## config.mk

```make
export PLATFORM = sky130hd
export DESIGN_NAME = string_literal_escape_decoder
export DESIGN_NICKNAME = d
export VERILOG_FILES = /design/src/hdl/sed_pkg.sv /design/src/hdl/sed_in_stage.sv /design/src/hdl/sed_decode.sv /design/src/hdl/string_literal_escape_decoder.sv
export SDC_FILE = /design/constraint.sdc
export NUM_CORES = 1
export LEC_CHECK = 0
export ABC_AREA = 0
export ABC_CLOCK_PERIOD_IN_PS = 4200
export BUFFER_PORTS_ARGS = -buffer_cell sky130_fd_sc_hd__buf_2
export CAP_MARGIN = 20
export CORE_ASPECT_RATIO = 0.6
export CORE_MARGIN = 2
export CORE_UTILIZATION = 62
export DETAILED_ROUTE_END_ITERATION = 10
export PLACE_DENSITY_LB_ADDON = 0.1
export SLEW_MARGIN = 15
export SYNTH_ARGS = -nofsm -noshare
export SYNTH_HDL_FRONTEND = slang
export SYNTH_SLANG_ARGS = --single-unit
```

## constraint.sdc

```tcl
create_clock -name clk -period 4.2 [get_ports clk]
set_input_delay 0.63 -clock clk [delete_from_list [all_inputs] [get_ports clk]]
set_output_delay 0.63 -clock clk [all_outputs]
set_load 0.03 [all_outputs]
```

## src/hdl/sed_pkg.sv

```systemverilog
// ----------------------------------------------------------------------------
// sed_pkg
// Shared types and codes for the string literal escape decoder.
// ----------------------------------------------------------------------------
package sed_pkg;

    localparam logic [2:0] ST_BYTE     = 3'd0;
    localparam logic [2:0] ST_CONSUMED = 3'd1;
    localparam logic [2:0] ST_CLOSED   = 3'd2;
    localparam logic [2:0] ST_EOF      = 3'd3;
    localparam logic [2:0] ST_NEWLINE  = 3'd4;
    localparam logic [2:0] ST_BADESC   = 3'd5;
    localparam logic [2:0] ST_BADHEX   = 3'd6;
    localparam logic [2:0] ST_BADCHAR  = 3'd7;

    localparam logic [7:0] CH_PRINT_LO = 8'h20;
    localparam logic [7:0] CH_PRINT_HI = 8'h7E;
    localparam logic [7:0] CH_TAB      = 8'h09;
    localparam logic [7:0] CH_LF       = 8'h0A;
    localparam logic [7:0] CH_CR       = 8'h0D;
    localparam logic [7:0] CH_NUL      = 8'h00;
    localparam logic [7:0] CH_APOS     = 8'h27;
    localparam logic [7:0] CH_DQUOTE   = 8'h22;
    localparam logic [7:0] CH_BSLASH   = 8'h5C;
    localparam logic [7:0] CH_LC_N     = 8'h6E;
    localparam logic [7:0] CH_LC_R     = 8'h72;
    localparam logic [7:0] CH_LC_T     = 8'h74;
    localparam logic [7:0] CH_LC_X     = 8'h78;
    localparam logic [7:0] CH_DIG_0    = 8'h30;
    localparam logic [7:0] CH_DIG_9    = 8'h39;
    localparam logic [7:0] CH_UC_A     = 8'h41;
    localparam logic [7:0] CH_UC_F     = 8'h46;
    localparam logic [3:0] HEX_A_VAL   = 4'd10;

    typedef enum logic [4:0] {
        MODE_START = 5'b00001,
        MODE_BODY  = 5'b00010,
        MODE_ESC   = 5'b00100,
        MODE_HEX1  = 5'b01000,
        MODE_HEX2  = 5'b10000
    } mode_t;

    typedef struct packed {
        logic [7:0] ch;
        logic       end_of_input;
        logic       double_quoted;
    } in_item_t;

    typedef struct packed {
        logic [7:0] out_byte;
        logic [2:0] status;
        mode_t      mode_next;
        logic [3:0] nibble_next;
        logic       quote_next;
    } dec_result_t;

endpackage

```

## src/hdl/sed_in_stage.sv

```systemverilog
// ----------------------------------------------------------------------------
// sed_in_stage
// Input register: captures one transaction and holds it until it advances.
// ----------------------------------------------------------------------------
module sed_in_stage
    import sed_pkg::*;
(
    input  logic     clk,
    input  logic     rst_n,
    input  logic     in_valid,
    output logic     in_stall,
    input  in_item_t in_item,
    input  logic     advance,
    output logic     item_valid,
    output in_item_t item
);

    logic     valid_reg;
    logic     valid_next;
    in_item_t item_reg;
    logic     load;

    assign in_stall   = valid_reg && !advance;
    assign load       = in_valid && !in_stall;
    assign item_valid = valid_reg;
    assign item       = item_reg;

    always_comb
    begin
        valid_next = valid_reg;
        if (load)
        begin
            valid_next = 1'b1;
        end
        else if (advance)
        begin
            valid_next = 1'b0;
        end
    end

    always_ff @(posedge clk or negedge rst_n)
    begin
        if (!rst_n)
        begin
            valid_reg <= 1'b0;
        end
        else
        begin
            valid_reg <= valid_next;
        end
    end

    always_ff @(posedge clk)
    begin
        if (load)
        begin
            item_reg <= in_item;
        end
    end

endmodule

```

## src/hdl/sed_decode.sv

```systemverilog
// ----------------------------------------------------------------------------
// sed_decode
// Decode one character against the current mode: result and next state.
// ----------------------------------------------------------------------------
module sed_decode
    import sed_pkg::*;
(
    input  in_item_t    item,
    input  mode_t       mode,
    input  logic [3:0]  nibble,
    input  logic        quote_dbl,
    output dec_result_t res
);

    logic [7:0] rd;
    logic       char_ok;
    logic       is_hex;
    logic [3:0] hex_nib;
    logic       quote_sel;
    logic [7:0] quote_ch;

    assign rd = item.end_of_input ? CH_NUL : item.ch;

    always_comb
    begin
        char_ok = ((rd >= CH_PRINT_LO) && (rd <= CH_PRINT_HI))
                  || (rd == CH_LF) || (rd == CH_TAB) || (rd == CH_CR);
        is_hex  = 1'b0;
        hex_nib = 4'd0;
        if ((rd >= CH_DIG_0) && (rd <= CH_DIG_9))
        begin
            is_hex  = 1'b1;
            hex_nib = 4'(rd - CH_DIG_0);
        end
        else if ((rd >= CH_UC_A) && (rd <= CH_UC_F))
        begin
            is_hex  = 1'b1;
            hex_nib = 4'(rd - CH_UC_A) + HEX_A_VAL;
        end
    end

    assign quote_sel = (mode == MODE_BODY) ? quote_dbl : item.double_quoted;
    assign quote_ch  = quote_sel ? CH_DQUOTE : CH_APOS;

    always_comb
    begin
        res.out_byte    = 8'd0;
        res.status      = ST_CONSUMED;
        res.mode_next   = mode;
        res.nibble_next = nibble;
        res.quote_next  = quote_dbl;
        case (mode)
            MODE_ESC:
            begin
                res.mode_next = MODE_BODY;
                res.status    = ST_BYTE;
                if (!char_ok)
                begin
                    res.status = ST_BADCHAR;
                end
                else
                begin
                    case (rd)
                        CH_LC_N:   res.out_byte = CH_LF;
                        CH_LC_R:   res.out_byte = CH_CR;
                        CH_LC_T:   res.out_byte = CH_TAB;
                        CH_DIG_0:  res.out_byte = CH_NUL;
                        CH_APOS:   res.out_byte = CH_APOS;
                        CH_DQUOTE: res.out_byte = CH_DQUOTE;
                        CH_BSLASH: res.out_byte = CH_BSLASH;
                        CH_LC_X:
                        begin
                            res.status    = ST_CONSUMED;
                            res.mode_next = MODE_HEX1;
                        end
                        default:   res.status = ST_BADESC;
                    endcase
                end
            end
            MODE_HEX1, MODE_HEX2:
            begin
                if (!char_ok)
                begin
                    res.status = ST_BADCHAR;
                end
                else if (!is_hex)
                begin
                    res.status = ST_BADHEX;
                end
                else if (mode == MODE_HEX1)
                begin
                    res.nibble_next = hex_nib;
                    res.mode_next   = MODE_HEX2;
                    res.status      = ST_CONSUMED;
                end
                else
                begin
                    res.out_byte  = {nibble, hex_nib};
                    res.status    = ST_BYTE;
                    res.mode_next = MODE_BODY;
                end
            end
            default:
            begin
                res.quote_next = quote_sel;
                res.mode_next  = MODE_BODY;
                if (rd == CH_NUL)
                begin
                    res.status = ST_EOF;
                end
                else if (!char_ok)
                begin
                    res.status = ST_BADCHAR;
                end
                else if (rd == quote_ch)
                begin
                    res.status = ST_CLOSED;
                end
                else if ((rd == CH_LF) || (rd == CH_CR))
                begin
                    res.status = ST_NEWLINE;
                end
                else if (rd == CH_BSLASH)
                begin
                    res.status    = ST_CONSUMED;
                    res.mode_next = MODE_ESC;
                end
                else
                begin
                    res.status   = ST_BYTE;
                    res.out_byte = rd;
                end
            end
        endcase
        if (res.status >= ST_CLOSED)
        begin
            res.mode_next = MODE_START;
        end
    end

endmodule

```

## src/hdl/string_literal_escape_decoder.sv

```systemverilog
// A transaction is captured in the input register and moves on to the result
// register when that register is empty or being drained.
// Throughput: one character per cycle while the output is not stalled; the mode,
// nibble and quote registers update in the same cycle the character moves from
// the input register to the result register.
// Reset: asynchronous, active low; clears both valid flags and returns the
// mode to the start of a new literal with nibble and quote kind zero.
// ----------------------------------------------------------------------------
// string_literal_escape_decoder
// Decodes the characters of a quoted literal into bytes, closes and errors.
// ----------------------------------------------------------------------------
module string_literal_escape_decoder
    import sed_pkg::*;
(
    input  logic       clk,
    input  logic       rst_n,
    input  logic       in_valid,
    output logic       in_stall,
    input  logic [7:0] ch,
    input  logic       end_of_input,
    input  logic       double_quoted,
    output logic       out_valid,
    input  logic       out_stall,
    output logic [7:0] out_byte,
    output logic [2:0] status
);

    in_item_t    in_item;
    in_item_t    item;
    logic        item_valid;
    logic        advance;
    dec_result_t res;

    mode_t       mode_reg;
    logic [3:0]  nibble_reg;
    logic        quote_reg;
    logic        out_valid_reg;
    logic        out_valid_next;
    logic [7:0]  out_byte_reg;
    logic [2:0]  status_reg;

    assign in_item.ch            = ch;
    assign in_item.end_of_input  = end_of_input;
    assign in_item.double_quoted = double_quoted;

    assign advance = item_valid && (!out_valid_reg || !out_stall);

    sed_in_stage u_in_stage (
        .clk        (clk),
        .rst_n      (rst_n),
        .in_valid   (in_valid),
        .in_stall   (in_stall),
        .in_item    (in_item),
        .advance    (advance),
        .item_valid (item_valid),
        .item       (item)
    );

    sed_decode u_decode (
        .item      (item),
        .mode      (mode_reg),
        .nibble    (nibble_reg),
        .quote_dbl (quote_reg),
        .res       (res)
    );

    always_comb
    begin
        out_valid_next = out_valid_reg;
        if (advance)
        begin
            out_valid_next = 1'b1;
        end
        else if (!out_stall)
        begin
            out_valid_next = 1'b0;
        end
    end

    always_ff @(posedge clk or negedge rst_n)
    begin
        if (!rst_n)
        begin
            out_valid_reg <= 1'b0;
            mode_reg      <= MODE_START;
            nibble_reg    <= 4'd0;
            quote_reg     <= 1'b0;
        end
        else
        begin
            out_valid_reg <= out_valid_next;
            if (advance)
            begin
                mode_reg   <= res.mode_next;
                nibble_reg <= res.nibble_next;
                quote_reg  <= res.quote_next;
            end
        end
    end

    always_ff @(posedge clk)
    begin
        if (advance)
        begin
            out_byte_reg <= res.out_byte;
            status_reg   <= res.status;
        end
    end

    assign out_valid = out_valid_reg;
    assign out_byte  = out_byte_reg;
    assign status    = status_reg;

endmodule

```

======== Word-level counts from Yosys, hierarchy flattened ========
Cells that the tools add are included.
storage, ports and cells
  register bits after elaboration ......... 33
cells by class
  add/sub/neg operators ................... 3
  $lt $le $gt $ge ......................... 7
  equality and inequality tests ........... 19
  muxes and demuxes ....................... 43
  bitwise gates (word level) .............. 1
  reduce and logical (&&, ||, !) cells .... 23
operators with widths
  kind                                                               number
  two-way mux 8 bit                                                  9
  one-hot mux 7 bit (6 select lines)                                 1
  == test 8 x 7 -> 1 bit, second input constant                      5
  two-way mux 3 bit                                                  13
  one-hot mux 16 bit (2 select lines)                                1
  == test 8 x 4 -> 1 bit, second input constant                      3
  == test 8 x 6 -> 1 bit, second input constant                      3
  two-way mux 4 bit                                                  5
  two-way mux 9 bit                                                  2
  greater-or-equal comparator 8 x 6 -> 1 bit, second input constant  2
  less-or-equal comparator 8 x 7 -> 1 bit, second input constant     2
  == test 8 x 6 -> 1 bit                                             1
  greater-or-equal comparator 8 x 7 -> 1 bit, second input constant  1
  less-or-equal comparator 8 x 6 -> 1 bit, second input constant     1
  logical NOT 8 bit                                                  1
  two-way mux 1 bit                                                  8
  subtractor 4 x 1 -> 4 bit, second input constant                   2
  two-way mux 7 bit                                                  1
  OR reduction 7 bit                                                 1
  logical AND 1 bit                                                  6
  two-way mux 6 bit                                                  1
  != test 3 x 1 -> 1 bit, second input constant                      2
  one-hot mux 3 bit (2 select lines)                                 1
  == test 5 x 2 -> 1 bit, second input constant                      1
  other kinds (16)                                                   23

======== Longest topological paths before layout ========
Gate-level depths: netlist (run 1).
  word-level depth ........................ 12
  depth in mapped cells ................... 8
  mapped depth without buffers ............ 6

======== Hierarchy ========
A second synthesis (run 1) with hierarchy kept.
second synthesis, totals
  cells, all modules ...................... 195
  area, all modules ....................... 2185.8 µm²
modules (own cells, without submodules)
  module                         times used  cells an instance  area each (µm²)  seq. area each (µm²)
  sed_decode                     1           145                1027.2           0.0
  string_literal_escape_decoder  1           35                 800.8            606.8
  sed_in_stage                   1           15                 357.8            325.3

======== Worst setup path before layout (run 1) ========
OpenSTA, ideal clock, no wires.
  path kind ............................... register -> register
  start ................................... register u_in_stage.item_reg, in the netlist u_in_stage.item[6]
  end ..................................... register nibble_reg[0]
  library setup time ...................... 125 ps
  data arrival time ....................... 2059 ps
  setup slack ............................. 2016 ps
  stages on the path, launching flop included .. 7
  path buffers ............................ 1
  period minus slack after synthesis ...... 2184 ps
  cell sequence ........................... edfxtp_1 > clkbuf_2 > or4b_4 > nor4_2 > o21ai_2 > nor4_4 > mux2_2
on the way
  cells in the longest elaborated chain, start to end .. 7
  elaborated cells between the ends (all ways) .. 21
  classes of those cells .................. 6 x order compare; 3 x eq/ne; 5 x mux; 7 x reduce/logical
RTL lines
  element                                                                                                       RTL line                             source
  start: declaration                                                                                            sed_in_stage.sv:20                   in_item_t item_reg;
  start signal: assignment                                                                                      sed_in_stage.sv:57                   item_reg <= in_item;
  two-way mux 8 bit (*)                                                                                         sed_decode.sv:22                     assign rd = item.end_of_input ? CH_NUL : item.ch;
  greater-or-equal comparator 8 x 6 -> 1 bit / less-or-equal comparator 8 x 7 -> 1 bit (equally long branches)  sed_decode.sv:26                     char_ok = ((rd >= CH_PRINT_LO) && (rd <= CH_PRINT_HI))
  logical AND 1 bit                                                                                             sed_decode.sv:26
  logical OR 1 bit (3 in a row)                                                                                 sed_decode.sv:27                     || (rd == CH_LF) || (rd == CH_TAB) || (rd == CH_CR);
  AND reduction 5 bit (no source line)                                                                          n/a
  end signal: assignment                                                                                        string_literal_escape_decoder.sv:95  nibble_reg <= res.nibble_next;
  end: declaration                                                                                              string_literal_escape_decoder.sv:35  logic [3:0] nibble_reg;
Every way passes the cells marked *; elsewhere a longest branch is shown, timed or not.
A chain may end at the register's enable or synchronous reset.

==> results of run 1 <==
-- cell type report --
class | count | area share, %
repair buffers | 26 | 5.740
clock buffers | 6 | 3.201
flip-flops and latches | 33 | 41.11
clock inverters | 2 | 1.490
well taps | 45 | 2.483
multi-input cells | 146 | 44.81
inverters | 7 | 1.159
-- power groups by stage --
stage	Sequential [mW]	Combinational [mW]	Clock, mW
floorplan	0.398	0.0684	0
global placement	0.397	0.0968	0
detailed placement	0.398	0.0983	0
CTS	0.392	0.0994	0.292
global route	0.396	0.109	0.306
finish	0.393	0.0999	0.288
-- cells in the mapped netlist (4+ instances only) --
cell / number / area (um2)
nor2b_1: 5 / 31.28
o21ai_0: 5 / 25.02
nor3b_1: 4 / 30.03
a21oi_1: 5 / 25.02
nand2_1: 18 / 67.56
dfrtp_1: 11 / 275.3
edfxtp_1: 21 / 630.6
buf_2: 7 / 35.03
and2_1: 6 / 37.54
nand3_1: 6 / 30.03
nor2_1: 11 / 41.29
mux2_2: 5 / 56.30
a221o_1: 5 / 50.05
nand2b_1: 5 / 31.28
and3_1: 7 / 43.79
inv_1: 7 / 26.28
-- cell families (layout without fill, tap and decap cells) --
kind of cell / count (synthesis) / in the layout / synth area share, %
simple gates: 87 / 87 / 25.89
compound gates: 49 / 49 / 19.24
flops: 33 / 33 / 45.93
mux: 5 / 5 / 2.774
xor+xnor: 5 / 5 / 2.158
buf+inv: 19 / 41 / 4.007
-- critical path, cell delays in order (launching register included) --
cell and delay, ns:
edfxtp_1 0.73, nor2b_1 0.31, nand3_1 0.17, nor4_1 0.71
nor3b_2 0.17, a221o_1 0.40
-- path summary, 6_finish.rpt --
path | slack, ns | endpoint | start | depth (start not counted)
min | 0.20 | nibble_reg[2] | rst_n | 1
min in group clk | 0.51 | mode_reg[1] | mode_reg[1] | 2
min reg2reg | 0.51 | mode_reg[1] | mode_reg[1] | 2
max reg2reg | 1.45 | out_byte[3] | u_in_stage.item[4] | 5
max | 1.45 | out_byte[3] | u_in_stage.item[4] | 5
max in group asynchronous | 3.71 | mode_reg[0] | rst_n | 1
-- per-layer routing --
layer  vias up  part of all wire [%]
li1        800                     -
met1       823                    43
met2       104                    45
met5         -                     0
met3        14                   9.5
met4         0                   3.1
==> metrics.csv, run 1 <==
metric;value;unit
seq_power_share;50.3;%
cts_setup_buffers;0;
critPathLaunchType;register;
place.gp.congestion;0.9733;
p_leak;0.9288;nW
hold_viol_final;0;
clock-sinks;33;
syn_area_per_cell;10.25;um2
grt_max_degree;20;
place.port_buffers;26;
ios;27;
overflow;0;
met1_usage;37.80;%
switching_power;0.2008;mW
fin_skew;0.01086;ns
wl_per_cell;17.64;um
swShare;25.74;%
place_inst;257;
final_common_cell;buf_2;
slew-limit-headroom;40.77;%
use_met3;6.530;%
use_met2;41.09;%
min_path_type;primary input to asynchronous set/reset pin;
fin_cells;265;
async_reset_ff_share;36.36;%
fmax;0.3642;GHz
placed_cell_area;2161;um2
drt-pass1-iter-count;5;
ys_seq_area_share;45.93;%
mostFrequentLayoutCells;buf_2 (26), edfxtp_1 (21), nand2_1 (18);
power_density;344.1;nW/um2
row_count;16;
fin_tns_setup;0;ns
dieWidth;77.86;um
layout-drive-gt1-share;22.73;%
grt_pass1_wl;7645;um
cts_buffers;5;
combPwrFrac;12.8;%
min_period;2.746;ns
finalCritPeriodShare;65.37;%
cts_max_path_buffers;2;
n_fill_cell;250;
place_hpwl;3442;um
ys_warn_count;0;
worst_pin_slew;0.8803;ns
die-area;3762;um2
multi_input_area;1016;um2
start_util;63.76;%
htreeDepth;2;
core-area;3183;um2
power.total;0.7802;mW
cp_max_fo;18;
path_clk_slew;0.07;ns
dr.first_iter.drc_count;207;
postRouteAntennaNets;0;
dp_slack;1.568;ns
critPathCaptureType;register;
grt_pass1_vias;1538;
largest_reg_flops;10;
syn_nets;212;
clk_latency;0.29;ns
setup_ws;1.454;ns
grt_busiest_layer;met2;
max-cap-violations;0;
crit_type;register to register;
status;finished, final reports clean;
synth-edff-count;21;
critPathRequiredTime;4.23;ns
ir_drop;232.7;uV
drv_slew;0;
syn_area;2029;um2
track_usage;27.16;%
cts_hold_buf;0;
die_h;48.32;um
tritoncts;built;
synthDistinctLibCells;63;
cts_root_buf;clkbuf_8;
drc;0;
design_area;2267;um2
p_int;0.5794;mW
num_vias;1741;
rsz0062_at_grt;false;
ctsResizeCount;0;
wl;4675;um
final_core_util;71.23;%
diodes;0;
cp.arrival;2.78;ns
pwr-share-clk;36.9;%
seqCellArea;932.1;um2
yosys_most_used_dff;edfxtp_1;
antenna_found_initial;0;
area_growth;11.71;%
synthCells;198;
yosys_register_bits;33;
viasPerCell;6.570;
setup_violations;0;
whs;0.2042;ns
layout.nets;233;
(Power assumes the default switching activity.)
==> run 2, diff against run 1 <==
--- a/config.mk
+++ b/config.mk
@@ -6,12 +6,12 @@
 export NUM_CORES = 1
 export LEC_CHECK = 0
 export ABC_AREA = 0
-export ABC_CLOCK_PERIOD_IN_PS = 4200
+export ABC_CLOCK_PERIOD_IN_PS = 2600
 export BUFFER_PORTS_ARGS = -buffer_cell sky130_fd_sc_hd__buf_2
 export CAP_MARGIN = 20
 export CORE_ASPECT_RATIO = 0.6
 export CORE_MARGIN = 2
-export CORE_UTILIZATION = 62
+export CORE_UTILIZATION = 57
 export DETAILED_ROUTE_END_ITERATION = 10
 export PLACE_DENSITY_LB_ADDON = 0.1
 export SLEW_MARGIN = 15
==> constraint.sdc (replaced) <==
create_clock -name clk -period 2.6 [get_ports clk]
set_input_delay 0.39 -clock clk [delete_from_list [all_inputs] [get_ports clk]]
set_output_delay 0.39 -clock clk [all_outputs]
set_load 0.03 [all_outputs]
==> metrics.csv, run 2 (synthesized netlist as in run 1, its figures left out) <==
metric;value;unit;change
status;finished, final reports clean;;
swShare;26.10;%;+0.37 points
place.port_buffers;26;;unchanged
setup_violations;0;;unchanged
seqCellArea;932.1;um2;unchanged
crit_type;register to register;;
cts_max_path_buffers;2;;unchanged
switching_power;0.3318;mW;+65%
hold_viol_final;0;;unchanged
viasPerCell;6.342;;-3.5%
multi_input_area;1031;um2;+1.5%
mostFrequentLayoutCells;buf_2 (26), edfxtp_1 (21), nand2_1 (18);;
area_growth;18.74;%;
antenna_found_initial;0;;unchanged
grt_pass1_vias;1594;;+3.6%
setup_ws;0.1205;ns;-1.334 ns
wl_met3;459;um;+3.1%
min_to;u_in_stage.item[0];;
wl_met1;2286;um;+14%
fin_tns_setup;0;ns;unchanged
r2r_slack;0.12;ns;-1.33 ns
dieWidth;81.03;um;+4.1%
critPathLaunchType;register;;
ir_drop;398.2;uV;+71%
core-area;3323;um2;+4.4%
postRouteAntennaNets;0;;unchanged
n_fill_cell;259;;+3.6%
worst_pin_slew;0.6111;ns;-0.2692 ns
grt_pass1_wl;8142;um;+6.5%
min_period;2.479;ns;-0.2662 ns
holdPathStages;1;;
largest_reg_flops;10;;unchanged
num_vias;1782;;+2.4%
drt-pass1-iter-count;5;;unchanged
finalCritPeriodShare;95.37;%;+30 points
clock-sinks;33;;unchanged
cpPeakStageDelay;0.62;ns;-0.11 ns
place_hpwl;3641;um;+5.8%
placed_cell_area;2243;um2;+3.8%
final_core_util;72.52;%;+1.3 points
path_cells;or3b_1 -> or3_1 -> o22ai_1 -> or4_1 -> o221ai_2 -> o31ai_1;;
p_int;0.9392;mW;+62%
critPathRequiredTime;2.78;ns;-1.45 ns
dr.first_iter.drc_count;182;;-12%
cp.arrival;2.66;ns;-0.12 ns
clk_latency;0.28;ns;about the same
start_util;61.07;%;-2.7 points
reg2reg_depth;6;;+1
die_h;50.22;um;+3.9%
power_density;527.4;nW/um2;+53%
min_path_type;primary input to register;;
hp-start;double_quoted;;
critPathSlowestCell;edfxtp_1;;
wl;4964;um;+6.2%
fmax;0.4033;GHz;+11%
reg2reg_to;mode_reg[1];;
whs;0.2788;ns;+0.07454 ns
layout.nets;249;;+6.9%
p_leak;1.014;nW;+9.1%
tritoncts;built;;
slew-limit-headroom;59.01;%;+18 points
cts_root_buf;clkbuf_8;;
drc;0;;unchanged
grt_max_degree;16;;-20%
cts_buffers;5;;unchanged
ios;27;;unchanged
topRoutingLayerUsed;met4;;
overflow;0;;unchanged
dp_slack;0.08989;ns;-1.478 ns
cp_max_fo;15;;-3
place.gp.congestion;0.9027;;-7.3%
htreeDepth;2;;unchanged
rsz0062_at_grt;false;;
reg2reg_from;u_in_stage.item[2];;
row_count;16;;unchanged
layout-drive-gt1-share;28.39;%;+5.7 points
drv_slew;0;;unchanged
wl_per_cell;17.67;um;+0.14%
design_area;2410;um2;+6.3%
die-area;4069;um2;+8.2%
fin_skew;0.004673;ns;-0.006183 ns
max-cap-violations;0;;unchanged
pwr-share-clk;35.9;%;-1.0 points
seq_power_share;49.1;%;-1.2 points
track_usage;27.03;%;-0.13 points
wl_met2;2120;um;+1.5%
combPwrFrac;15.0;%;+2.2 points
critPathCaptureType;register;;
diodes;0;;unchanged
path_clk_slew;0.07;ns;about the same
final_common_cell;buf_2;;
[run 2: cell count changes in the layout (fill, tap and decap cells not counted)]
cell / before / now
clkbuf_8: 5 / 6
buf_4: 0 / 15
nor4_2: 2 / 1
clkinv_1: 1 / 0
dlygate4sd3_1: 0 / 1
nor4_4: 1 / 2
clkbuf_16: 0 / 1
o311ai_1: 0 / 1
o311ai_0: 1 / 0
nor4b_1: 1 / 0
bufinv_16: 1 / 0
nor4b_2: 0 / 1
[run 2: critical path, delay by kind of cell, from the launching register on]
family	cells	cell delay, ns
AOI/OAI and AO/OA	3	0.70
DFF	1	0.62
and+or+nand+nor	3	1.05
[run 2: final cells by class]
| class | count | share of cell area (%) |
|---|---|---|
| repair buffers | 42 | 10.49 |
| clock buffers | 8 | 4.621 |
| well taps | 45 | 2.336 |
| inverters | 7 | 1.090 |
| flip-flops and latches | 33 | 38.68 |
| multi-input cells | 146 | 42.78 |
[run 2: metal layers]
metal	vias to the layer above	global-route usage (%)
li1	839	-
met5	-	0
met1	824	40.71
met2	104	39.39
met3	15	6.475
met4	0	6.497
[run 2: worst max-delay path by stage]
stage	slack [ns]	from	end	depth (start not counted)
after global routing	0.05	u_in_stage.item[2]	out_byte[5]	6
after global placement	0.09	u_in_stage.item[2]	out_byte[5]	6
after floorplan	0.42	u_in_stage.item[6]	nibble_reg[0]	6
final	0.12	u_in_stage.item[2]	mode_reg[1]	6
after CTS	0.08	u_in_stage.item[2]	out_byte[5]	6
after detailed placement	0.09	u_in_stage.item[2]	out_byte[5]	6
[run 2: power by group through the flow]
stage | clock (mW) | sequential [mW] | combinational [mW]
floorplan | 0 | 0.642 | 0.110
global placement | 0 | 0.633 | 0.177
detailed placement | 0 | 0.634 | 0.180
CTS | 0.462 | 0.623 | 0.182
global route | 0.482 | 0.629 | 0.206
finish | 0.456 | 0.624 | 0.190
[run 2: stage by stage]
stage / std cells / power (mW)
3_5_place_dp: 268 / 0.8134
5_1_grt: 281 / 1.317
2_1_floorplan: 198 / 0.7526
4_1_cts: 277 / 1.267
6_report: 281 / 1.271
3_3_place_gp: 268 / 0.8101
[run 2: what timing repair did]
item,in CTS,in global routing
setup buffers,0,4
hold buffers,1,0
resized for setup,0,3
hold endpoints to repair,11,0
endpoints found under the setup margin,0,10
==> run 3, diff against run 2 <==
--- a/config.mk
+++ b/config.mk
@@ -14,6 +14,7 @@
 export CORE_UTILIZATION = 57
 export DETAILED_ROUTE_END_ITERATION = 10
 export PLACE_DENSITY_LB_ADDON = 0.1
+export SETUP_SLACK_MARGIN = 0.5
 export SLEW_MARGIN = 15
 export SYNTH_ARGS = -nofsm -noshare
 export SYNTH_HDL_FRONTEND = slang
==> metrics.csv, run 3 (synthesized netlist as in run 1, its figures left out) <==
metric;value;unit;change
viasPerCell;7.261;;+14%
grt_pass1_wl;9239;um;+13%
path_clk_slew;0.07;ns;about the same
rsz0062_at_grt;true;;
htreeDepth;2;;unchanged
clock-sinks;33;;unchanged
dr.first_iter.drc_count;374;;+110%
num_vias;2229;;+25%
layout-drive-gt1-share;45.42;%;+17 points
row_count;16;;unchanged
track_usage;30.62;%;+3.6 points
tritoncts;built;;
critPathCaptureType;register;;
layout.nets;275;;+10%
drc;0;;unchanged
final_common_cell;buf_4;;
startpoint;u_in_stage.item[4];;
area_growth;41.12;%;
reg2reg_depth;8;;+2
setup_violations;0;;unchanged
cts_max_path_buffers;2;;unchanged
reg2reg_to;out_byte[0];;
fmax;0.4264;GHz;+5.7%
cp_max_fo;6;;-9
place.port_buffers;26;;unchanged
fin_skew;0.01273;ns;+0.008059 ns
critPathLaunchType;register;;
fin_tns_setup;0;ns;unchanged
overflow;0;;unchanged
antenna_found_initial;0;;unchanged
wl_per_cell;22.76;um;+29%
final_core_util;86.18;%;+14 points
drt-pass1-iter-count;8;;+3
hold_viol_final;0;;unchanged
diodes;0;;unchanged
r2r_slack;0.25;ns;+0.13 ns
crit_path_end;out_byte[0];;
reg2reg_from;u_in_stage.item[4];;
die_h;50.22;um;unchanged
slew-limit-headroom;45.37;%;-14 points
critPathSlowestCell;edfxtp_1;;
status;finished, final reports clean;;
start_util;61.07;%;unchanged
dieWidth;81.03;um;unchanged
max-cap-violations;0;;unchanged
finalCritPeriodShare;90.20;%;-5.2 points
mostFrequentLayoutCells;buf_4 (32), buf_2 (26), edfxtp_1 (21);;
largest_reg_flops;10;;unchanged
grt_pass1_vias;1853;;+16%
cpPeakStageDelay;0.51;ns;-0.11 ns
min_path_type;primary input to register;;
cts_buffers;5;;unchanged
clk_latency;0.28;ns;about the same
n_fill_cell;165;;-36%
path_cells;buf_4 -> and3_1 -> nor4_4 -> o21ai_4 -> buf_4 -> nor4_1 -> a21oi_1 -> o21ai_1;;
cts_root_buf;clkbuf_8;;
min_period;2.345;ns;-0.1343 ns
postRouteAntennaNets;0;;unchanged
place_hpwl;3735;um;+2.6%
worst_pin_slew;0.8145;ns;+0.2034 ns
seqCellArea;933.4;um2;+0.13%
power_density;453.3;nW/um2;-14%
core-area;3323;um2;unchanged
p_leak;1.208;nW;+19%
ir_drop;658.9;uV;+65%
ios;27;;unchanged
worst_path_most_repeated_cell;buf_4;;
wl;6986;um;+41%
crit_type;register to register;;
die-area;4069;um2;unchanged
place.gp.congestion;0.9351;;+3.6%
drv_slew;0;;unchanged
cp.arrival;2.48;ns;-0.18 ns
multi_input_area;1276;um2;+24%
grt_max_degree;14;;-2
critPathRequiredTime;2.73;ns;-0.05 ns
## run 3: cell types whose count changed in the layout (fill, tap and decap cells not counted), moves of 3 or more
cell and delta:
buf_4 +17, nor3b_4 +3, mux2_4 +4, nor3b_1 -3
o21ai_0 -3, buf_6 +9, mux2_2 -4
## run 3: worst min path at each step
stage	start	to	slack [ns]	depth (start not counted)
floorplan	rst_n	mode_reg[1]	0.09	0
detailed placement	rst_n	nibble_reg[3]	0.29	1
global route	ch[0]	u_in_stage.item[2]	0.28	1
global placement	rst_n	nibble_reg[2]	0.27	1
finish	ch[2]	u_in_stage.item[4]	0.29	1
CTS	ch[2]	u_in_stage.item[4]	0.28	1
## run 3: final cells by class
cell class / instances / area share [%]
well taps: 45 / 1.966
inverters: 7 / 0.9174
flip-flops and latches: 33 / 32.59
multi-input cells: 146 / 44.56
repair buffers: 68 / 16.82
clock buffers: 8 / 3.145
## run 3: metrics by stage
stage / power, mW / area [um2] / instances / hold slack [ns] / setup slack [ns]
finish: 1.298 / 2864 / 307 / 0.2866 / 0.2548
global route: 1.346 / 2864 / 307 / 0.2755 / 0.2436
CTS: 1.234 / 2635 / 300 / 0.2836 / 0.3447
detailed placement: 0.8156 / 2252 / 265 / 0.2926 / 0.1840
global placement: 0.8117 / 2252 / 265 / 0.2723 / 0.2064
floorplan: 0.7570 / 2061 / 198 / 0.09441 / 0.4256
## run 3: worst max-delay path: cells and delay by family (launching register included)
| family | cells | cell delay [ns] |
|---|---|---|
| and+or+nand+nor | 3 | 0.88 |
| DFF | 1 | 0.51 |
| AOI/OAI and AO/OA | 3 | 0.42 |
| buffers and inverters | 2 | 0.40 |
## run 3: power breakdown
part           switching [mW]  internal [mW]  total [mW]
Clock                   0.181          0.216       0.397
Combinational           0.172          0.113       0.284
Sequential             0.0215          0.596       0.617
Total                   0.374          0.924        1.30
## run 3: layer usage
metal	wire length [um]	vias up	share of wire (%)	track usage, %
met2	2986	234	43	48.07
met4	501	0	7.2	8.757
met1	2550	1028	37	43.04
met3	948	72	14	6.655
met5	0	-	0	0
li1	-	895	-	-
## run 3: what timing repair did
action | in CTS | in global routing
hold buffers | 1 | 0
pin swaps | 9 | 14
resized for setup | 22 | 37
endpoints found under the setup margin | 15 | 17
hold endpoints to repair | 11 | 0
setup buffers | 26 | 7
